==> src/bwvu_pkg.sv <==
// ----------------------------------------------------------------------------
// bwvu_pkg: shared types and constants of the byte window variance test
// Field widths, microcode word layout, control struct and the microcode ROM.
// ----------------------------------------------------------------------------
`default_nettype none

package bwvu_pkg;

  localparam int WIN_W      = 32;
  localparam int SUM_W      = 40;
  localparam int SQ_W       = 48;
  localparam int BOUND_W    = 48;
  localparam int OUT_N_W    = 32;
  localparam int CFG_IDX_W  = 2;
  localparam int CFG_DATA_W = 48;

  localparam logic [CFG_IDX_W-1:0] CFG_WIN_START = 2'd0;
  localparam logic [CFG_IDX_W-1:0] CFG_WIN_END   = 2'd1;
  localparam logic [CFG_IDX_W-1:0] CFG_LOWER     = 2'd2;
  localparam logic [CFG_IDX_W-1:0] CFG_UPPER     = 2'd3;

  // Wide multiply: three 32-bit limbs per operand, one limb product per cycle
  localparam int LIMB_W  = 32;
  localparam int OPND_W  = 3 * LIMB_W;
  localparam int PAD_W   = 4 * LIMB_W;
  localparam int PROD_W  = 2 * LIMB_W;
  localparam int SH_W    = 3;
  localparam int PHASE_W = 4;
  localparam int PC_W    = 4;

  localparam logic [PHASE_W-1:0] PHASE_ISSUE_END = 4'd9;
  localparam logic [PHASE_W-1:0] PHASE_STORE     = 4'd10;

  localparam logic [PC_W-1:0] PC_FIN = 4'd9;

  typedef enum logic {SEQ_IDLE, SEQ_RUN} seq_state_t;

  typedef enum logic [2:0] {OP_CHKFEW, OP_MUL, OP_DIFF, OP_TEST, OP_FIN} op_t;

  typedef enum logic [2:0] {
    SRC_N, SRC_S1, SRC_S2, SRC_M, SRC_D, SRC_N2, SRC_LB, SRC_UB
  } src_t;

  typedef enum logic [2:0] {DST_P1, DST_P2, DST_STAT, DST_N2, DST_LO, DST_HI} dst_t;

  typedef struct packed {
    op_t             op;
    src_t            a_sel;
    src_t            b_sel;
    dst_t            dst;
    logic [PC_W-1:0] target;
  } uword_t;

  typedef struct packed {
    logic [1:0] i;
    logic [1:0] j;
  } limb_t;

  typedef struct packed {
    logic  mul_issue;
    limb_t limb;
    logic  acc_clr;
    logic  store;
    src_t  a_sel;
    src_t  b_sel;
    dst_t  dst;
    logic  do_diff;
    logic  do_test;
    logic  fin_load;
  } dp_ctl_t;

  typedef struct packed {
    logic too_few;
    logic out_room;
  } dp_stat_t;

  // Evaluation program run once per file
  function automatic uword_t ucode_rom(input logic [PC_W-1:0] pc);
    uword_t w;
    w = '{op: OP_FIN, a_sel: SRC_N, b_sel: SRC_N, dst: DST_P1, target: PC_FIN};
    unique case (pc)
      4'd0: w.op = OP_CHKFEW;
      4'd1: w = '{op: OP_MUL, a_sel: SRC_N,  b_sel: SRC_S2, dst: DST_P1,   target: PC_FIN};
      4'd2: w = '{op: OP_MUL, a_sel: SRC_S1, b_sel: SRC_S1, dst: DST_P2,   target: PC_FIN};
      4'd3: w.op = OP_DIFF;
      4'd4: w = '{op: OP_MUL, a_sel: SRC_M,  b_sel: SRC_D,  dst: DST_STAT, target: PC_FIN};
      4'd5: w = '{op: OP_MUL, a_sel: SRC_N,  b_sel: SRC_N,  dst: DST_N2,   target: PC_FIN};
      4'd6: w = '{op: OP_MUL, a_sel: SRC_LB, b_sel: SRC_N2, dst: DST_LO,   target: PC_FIN};
      4'd7: w = '{op: OP_MUL, a_sel: SRC_UB, b_sel: SRC_N2, dst: DST_HI,   target: PC_FIN};
      4'd8: w.op = OP_TEST;
      default: w.op = OP_FIN;
    endcase
    return w;
  endfunction

  // Limb pair for each issue phase of a wide multiply
  function automatic limb_t limb_pos(input logic [PHASE_W-1:0] phase);
    limb_t l;
    l = '0;
    unique case (phase)
      4'd0: l = '{i: 2'd0, j: 2'd0};
      4'd1: l = '{i: 2'd0, j: 2'd1};
      4'd2: l = '{i: 2'd0, j: 2'd2};
      4'd3: l = '{i: 2'd1, j: 2'd0};
      4'd4: l = '{i: 2'd1, j: 2'd1};
      4'd5: l = '{i: 2'd1, j: 2'd2};
      4'd6: l = '{i: 2'd2, j: 2'd0};
      4'd7: l = '{i: 2'd2, j: 2'd1};
      4'd8: l = '{i: 2'd2, j: 2'd2};
      default: l = '0;
    endcase
    return l;
  endfunction

endpackage

`default_nettype wire

==> src/bwvu_datapath.sv <==
// ----------------------------------------------------------------------------
// bwvu_datapath: limb multiplier, accumulator, work registers and result
// One 32x32 product per cycle, registered, then added into the accumulator.
// ----------------------------------------------------------------------------
`default_nettype none

module bwvu_datapath
  import bwvu_pkg::*;
#(
  parameter int COUNT_BITS = 32
) (
  input  wire logic                  clk,
  input  wire logic                  rst_n,
  input  wire logic                  start,
  input  wire logic [COUNT_BITS-1:0] n_in,
  input  wire logic [SUM_W-1:0]      s1_in,
  input  wire logic [SQ_W-1:0]       s2_in,
  input  wire logic [BOUND_W-1:0]    lower_bound,
  input  wire logic [BOUND_W-1:0]    upper_bound,
  input  wire dp_ctl_t               ctl,
  output dp_stat_t                   stat,
  input  wire logic                  out_stall,
  output logic                       out_valid,
  output logic                       out_uniform,
  output logic                       out_too_few,
  output logic      [OUT_N_W-1:0]    out_sample_count,
  output logic      [SUM_W-1:0]      out_byte_total,
  output logic      [SQ_W-1:0]       out_square_total
);

  localparam int P_W    = (COUNT_BITS + SQ_W > 2 * SUM_W) ? COUNT_BITS + SQ_W : 2 * SUM_W;
  localparam int M_W    = COUNT_BITS + 4;
  localparam int STAT_W = M_W + P_W;
  localparam int N2_W   = 2 * COUNT_BITS;
  localparam int LO_W   = BOUND_W + N2_W;
  localparam int ACC_W  = STAT_W;
  localparam int CMP_W  = (COUNT_BITS > OUT_N_W) ? COUNT_BITS : OUT_N_W;

  logic [COUNT_BITS-1:0] n_cap_r;
  logic [SUM_W-1:0]      s1_cap_r;
  logic [SQ_W-1:0]       s2_cap_r;
  logic                  too_few_r;
  logic                  uniform_r;
  logic [M_W-1:0]        m_r;
  logic [P_W-1:0]        p1_r, p2_r, d_r;
  logic [N2_W-1:0]       n2_r;
  logic [STAT_W-1:0]     stat_r;
  logic [LO_W-1:0]       lo_r, hi_r;
  logic [PROD_W-1:0]     prod_r;
  logic [SH_W-1:0]       sh_r;
  logic                  add_en_r;
  logic [ACC_W-1:0]      acc_r, acc_nxt;
  logic                  out_valid_r;

  logic [OPND_W-1:0]     a_opnd, b_opnd;
  logic [PAD_W-1:0]      a_pad, b_pad;
  logic [LIMB_W-1:0]     a_limb, b_limb;
  logic [2*OPND_W-1:0]   prod_ext;
  logic [COUNT_BITS-1:0] n_less1;
  logic [M_W-1:0]        m_nxt;
  logic [CMP_W-1:0]      n_ext;

  // Operand select
  always_comb begin
    unique case (ctl.a_sel)
      SRC_N:  a_opnd = OPND_W'(n_cap_r);
      SRC_S1: a_opnd = OPND_W'(s1_cap_r);
      SRC_S2: a_opnd = OPND_W'(s2_cap_r);
      SRC_M:  a_opnd = OPND_W'(m_r);
      SRC_D:  a_opnd = OPND_W'(d_r);
      SRC_N2: a_opnd = OPND_W'(n2_r);
      SRC_LB: a_opnd = OPND_W'(lower_bound);
      SRC_UB: a_opnd = OPND_W'(upper_bound);
    endcase
  end

  always_comb begin
    unique case (ctl.b_sel)
      SRC_N:  b_opnd = OPND_W'(n_cap_r);
      SRC_S1: b_opnd = OPND_W'(s1_cap_r);
      SRC_S2: b_opnd = OPND_W'(s2_cap_r);
      SRC_M:  b_opnd = OPND_W'(m_r);
      SRC_D:  b_opnd = OPND_W'(d_r);
      SRC_N2: b_opnd = OPND_W'(n2_r);
      SRC_LB: b_opnd = OPND_W'(lower_bound);
      SRC_UB: b_opnd = OPND_W'(upper_bound);
    endcase
  end

  always_comb begin
    a_pad    = PAD_W'(a_opnd);
    b_pad    = PAD_W'(b_opnd);
    a_limb   = a_pad[LIMB_W*ctl.limb.i +: LIMB_W];
    b_limb   = b_pad[LIMB_W*ctl.limb.j +: LIMB_W];
    prod_ext = (2 * OPND_W)'(prod_r) << (sh_r * LIMB_W);
    acc_nxt  = acc_r;
    if (ctl.acc_clr) acc_nxt = '0;
    else if (add_en_r) acc_nxt = acc_r + prod_ext[ACC_W-1:0];
    n_less1  = n_cap_r - COUNT_BITS'(1);
    m_nxt    = (M_W'(n_less1) << 3) + (M_W'(n_less1) << 2);
    n_ext    = CMP_W'(n_cap_r);
  end

  always_ff @(posedge clk) begin
    if (!rst_n) begin
      add_en_r <= 1'b0;
    end else begin
      add_en_r <= ctl.mul_issue;
    end
  end

  always_ff @(posedge clk) begin
    prod_r <= a_limb * b_limb;
    sh_r   <= SH_W'({1'b0, ctl.limb.i} + {1'b0, ctl.limb.j});
    acc_r  <= acc_nxt;

    if (start) begin
      n_cap_r   <= n_in;
      s1_cap_r  <= s1_in;
      s2_cap_r  <= s2_in;
      too_few_r <= n_in < COUNT_BITS'(2);
      uniform_r <= 1'b0;
    end

    if (ctl.store) begin
      unique case (ctl.dst)
        DST_P1:   p1_r   <= acc_r[P_W-1:0];
        DST_P2:   p2_r   <= acc_r[P_W-1:0];
        DST_STAT: stat_r <= acc_r[STAT_W-1:0];
        DST_N2:   n2_r   <= acc_r[N2_W-1:0];
        DST_LO:   lo_r   <= acc_r[LO_W-1:0];
        DST_HI:   hi_r   <= acc_r[LO_W-1:0];
        default: ;
      endcase
    end

    // clamp a negative difference to zero; only reachable after saturation
    if (ctl.do_diff) begin
      d_r <= (p1_r >= p2_r) ? p1_r - p2_r : '0;
      m_r <= m_nxt;
    end

    if (ctl.do_test) begin
      uniform_r <= !((ACC_W'(stat_r) < ACC_W'(lo_r)) || (ACC_W'(stat_r) > ACC_W'(hi_r)));
    end
  end

  // Result register
  always_ff @(posedge clk) begin
    if (!rst_n) begin
      out_valid_r <= 1'b0;
    end else if (ctl.fin_load) begin
      out_valid_r <= 1'b1;
    end else if (!out_stall) begin
      out_valid_r <= 1'b0;
    end
  end

  always_ff @(posedge clk) begin
    if (ctl.fin_load) begin
      out_uniform      <= uniform_r;
      out_too_few      <= too_few_r;
      out_sample_count <= (n_ext > CMP_W'(32'hffff_ffff)) ? {OUT_N_W{1'b1}}
                                                          : n_ext[OUT_N_W-1:0];
      out_byte_total   <= s1_cap_r;
      out_square_total <= s2_cap_r;
    end
  end

  assign out_valid     = out_valid_r;
  assign stat.too_few  = too_few_r;
  assign stat.out_room = !out_valid_r || !out_stall;

endmodule

`default_nettype wire

==> config.mk <==
export PLATFORM = sky130hd
export DESIGN_NAME = bwvu_datapath
export DESIGN_NICKNAME = d
export VERILOG_FILES = /design/src/bwvu_pkg.sv /design/src/bwvu_datapath.sv
export SDC_FILE = /design/constraint.sdc
export NUM_CORES = 2
export LEC_CHECK = 0
export BUFFER_PORTS_ARGS = -buffer_cell sky130_fd_sc_hd__buf_2
export CAP_MARGIN = 0
export CORE_MARGIN = 2
export CORE_UTILIZATION = 50
export DETAILED_ROUTE_END_ITERATION = 8
export GPL_TIMING_DRIVEN = 1
export PLACE_DENSITY_LB_ADDON = 0.05
export SLEW_MARGIN = 10
export SYNTH_ARGS = -nofsm -noshare
export SYNTH_HDL_FRONTEND = slang
export SYNTH_SLANG_ARGS = --single-unit
==> constraint.sdc <==
create_clock -name clk -period 17 [get_ports clk]
set_clock_uncertainty 0.15 [all_clocks]
set_input_delay 5.1 -clock clk [delete_from_list [all_inputs] [get_ports clk]]
set_output_delay 5.1 -clock clk [all_outputs]
set_load 0.02 [all_outputs]
==> metrics.md <==
| Metric | Value |
|---|---|
| Placer Congestion | 1.025 |
| FP Rows | 158 |
| Post-cts sizing count | 0 |
| I/O Buffers | 363 |
| Initial antenna violation count | 36 |
| Synth cell types | 115 |
| Clock share of power | 0.264 |
| Largest net degree at the start of global routing | 117 |
| Share of cells above drive strength 1 | 0.09903 |
| Synthesized cell area | 0.09358 mm^2 |
| Max-cap violations | 0 |
| Flops & latches, synth | 1107 |
| H-tree depth | 3 |
| Met3 Usage GRT | 0.09950 |
| R2r startpoint | d_r[13] |
| Family with the most delay on the worst path | adder cells |
| HP Start | acc_r[115] |
| Area share of the largest cell type after synthesis | 0.2958 |
| Unrepaired setup endpoints after global routing | false |
| Ys async rst share | 0 |
| Met2 GRT Util | 0.5568 |
| I/O pins | around 360 |
| CTS tree | built |
| P_int | 6395 uW |
| DRC Markers | 0 |
| Most used cell, CP | fa_1 |
| PnR worst setup slack | 1.538 ns |
| Synthesized area per cell | 10.01 um^2 |
| Grt total ovfl | 0 |
| Crit Path Class | input port to register |
| Global route hottest layer | met2 |
| Dpl cell area | 0.09856 mm^2 |
| Iteration-0 DRC count of the detailed router | 8285 |
| Routed len/inst | 29.91 um |
| Syn-to-layout area delta | 10.05% |
| Vias in the first global route | around 74000 |
| Sequential element share of the synthesized area | 0.3354 |
| Clk buf depth | 3 |
| Starting density of the core | 0.5041 |
| Commonest non-fill, non-tap cells in the layout | inv_1 (1359), nor2_1 (997), edfxtp_1 (922), fa_1 (900), nand2_1 (775) |
| Clk_lat worst skew | 0.87 ns |
| Register share of total power | 0.323 |
| GR Layer Usage met1 | 0.5203 |
| Final instance area | 0.1030 mm^2 |
| P_leak | roughly 0.046 uW |
| Net Switching | 4509 uW |
| Main area contributors after synthesis | edfxtp_1 (30%), fa_1 (19%), ha_1 (9.6%) |
| Final Hold Fails | 0 |
| Max VDD drop | 115.8 uV |
| Fin Setup TNS | 0 ns |
| FF-to-FF path depth | 32 |
| CP required | about 18 ns |
| Slew margin rel. | 0.1022 |
| First-pass iteration count of the detailed router | 6 |
| Detailed placement HPWL | 289.5 mm |
| Synth Instances | 9353 |
| Root Buffer | clkbuf_16 |
| Cts bufs inserted | 121 |
| Number of fill cells | 16502 |
| Yosys Warn Count | 0 |
| Clock transition at path regs | ~0.07 ns |
| Chip width | 436.6 um |
| CP peak stage delay | 0.83 ns |
| CP max stage cell | a21oi_2 |
| Cts hold-fix bufs | 0 |
| Largest fanout on the critical path | 20 |
| Chip Height | roughly 440 um |
| Fin nets | 11411 |
| Total GRT Usage | 0.3805 |
| Buf/Inv on CP | 6 |
| Synthesized net count | 11207 |
| Hold/Removal Path Class | register to register |
| Final setup violating endpoints | 0 |
| First-pass GRT wire length | around 520 mm |
| WP data arrival | between 15 and 20 ns |
| Period Utilization, post-route | 0.9095 |
| Worst Setup Start Kind | input port |
| Reg2reg end | prod_r[62] |
| Switching Fraction | 0.4135 |
| Via Count | 74015 |
| Status | complete, no violations |
| EDFF count, synth | slightly above 900 |
| Pwr Density | 105.9 mW/mm^2 |
| Die area | ~0.19 mm^2 |
| Cell depth of the worst hold path | 0 |
| Reg2reg setup slack | 6.01 ns |
| Hold Path End | stat_r[115] |
| Crit end category | register |
| Crit path time final | between 15 and 20 ns |
| Top_reg_cell synth | edfxtp_1 |
| Power share of the combinational group | 0.413 |
| DP Worst Slack | 0.9439 ns |
| DR vias/cell | 6.087 |
| Fmax | 64.67 MHz |
| Most common cell after layout, fill and taps aside | inv_1 |
| Core box area | 0.1856 mm^2 |
| Worst-Margin Slew | around 1.3 ns |
| Max-slew violations | 0 |
| Routed Antenna Nets | 0 |
| Postcts setup bufs | 0 |
| Clock tree sinks | 1107 |
| Final WL | between 300 and 400 mm |
| Biggest area consumer among synthesized cells | edfxtp_1 |
## final cells by class
type / instances / area (um^2) / share of cell area
sequential: 1107 / 31400 / 0.3048
multi-input combinational: 6410 / 55670 / 0.5406
inverter: 1366 / 5127 / 0.04979
antenna: 15 / 37.54 / 0.0003645
clock buffer: 156 / 3353 / 0.03256
tap: 2480 / 3103 / 0.03013
clock inverter: 74 / 1010 / 0.009804
timing repair buffer: 551 / 3291 / 0.03195
## per-layer routing
metal | share of wire | wire length (um) | vias to the layer above
met4 | 0.063 | 22740 | 4
met1 | 0.40 | 147000 | 37118
met2 | 0.42 | 153800 | 3919
met5 | 0.000074 | 27 | -
met3 | 0.11 | 40170 | 783
li1 | - | - | 32191
## worst reg2reg max path: cells and delay by family, from the launching register on
family,cells,cell delay [ns]
adder cells (fa/ha/maj),9,4.92
AO/OA/AOI/OAI,8,2.59
AND/OR/NAND/NOR,8,1.68
buffers and inverters,5,0.70
flip-flops,1,0.50
multiplexers,1,0.22
XOR/XNOR,1,0.13
## cell usage after synthesis, types with 30 or more instances
library cell / number
a21o_1: 271
o21ai_0: 209
mux4_2: 30
o21a_1: 41
xnor2_1: 157
o31ai_1: 30
a211oi_1: 56
nand3_1: 81
nand2b_1: 122
fa_1: 900
nor3_1: 84
a31oi_1: 60
and2_1: 86
xor2_1: 123
mux2i_1: 126
buf_2: 65
edfxtp_1: 922
a21oi_1: 487
ha_1: 715
and3_1: 34
nand4_1: 159
nor2b_1: 54
dfxtp_1: 185
nor2_1: 1009
inv_1: 1359
a221oi_1: 68
a22o_1: 88
a211o_1: 39
nand2_1: 775
a22oi_1: 108
clkbuf_1: 371
o21ai_1: 52
o21bai_1: 61
## power groups by stage
stage	combinational (uW)	clock (uW)	sequential, uW
detailed placement	4340	0	3560
floorplan	2820	0	3350
CTS	4410	2920	3510
finish	4500	2880	3520
global placement	4370	0	3560
global route	4930	3010	3520
## cells by family (layout without fill, tap and decap cells)
kind of cell,after synthesis,after routing,synth area share
fa+ha+maj,1615,1615,0.2881
simple gates,2536,2536,0.1217
buf+inv,1836,2147,0.07479
compound gates,1810,1810,0.1315
flops,1107,1107,0.3354
other cells,0,15,0
mux,168,168,0.02214
xor+xnor,281,281,0.02638
## per-stage QoR
stage	total power (uW)	utilization	hold WS, ns	std cells
6_report	10900	0.5548	0.3134	12159
5_1_grt	11450	0.5546	0.3264	12145
4_1_cts	10840	0.5545	0.3130	12143
3_5_place_dp	7899	0.5310	0.2852	11913
3_3_place_gp	7928	0.5310	0.2776	11913
2_1_floorplan	6167	-	0.2503	9353
## state kept, by name, indices dropped and copies added (netlist names)
register          count
s2_cap_r             48
stat_r              116
out_square_total     48
hi_r                112
out_too_few           1
s1_cap_r             40
add_en_r              1
m_r                  34
d_r                  80
out_uniform           1
n2_r                 64
p1_r                 80
p2_r                 80
sh_r                  3
n_cap_r              32
too_few_r             1
out_valid             1
prod_r               64
acc_r               116
lo_r                112
uniform_r             1
out_sample_count     32
out_byte_total       40
## how the worst max path moves through the flow
stage,startpoint,to,cells after the start
6_report,ctl[6],prod_r[62],34
5_1_grt,ctl[9],prod_r[51],35
4_1_cts,ctl[9],prod_r[51],36
3_5_place_dp,ctl[9],prod_r[51],36
3_3_place_gp,ctl[6],prod_r[62],34
2_1_floorplan,ctl[5],stat_r[0],2
No activity file was read; power rests on OpenSTA's default activity.
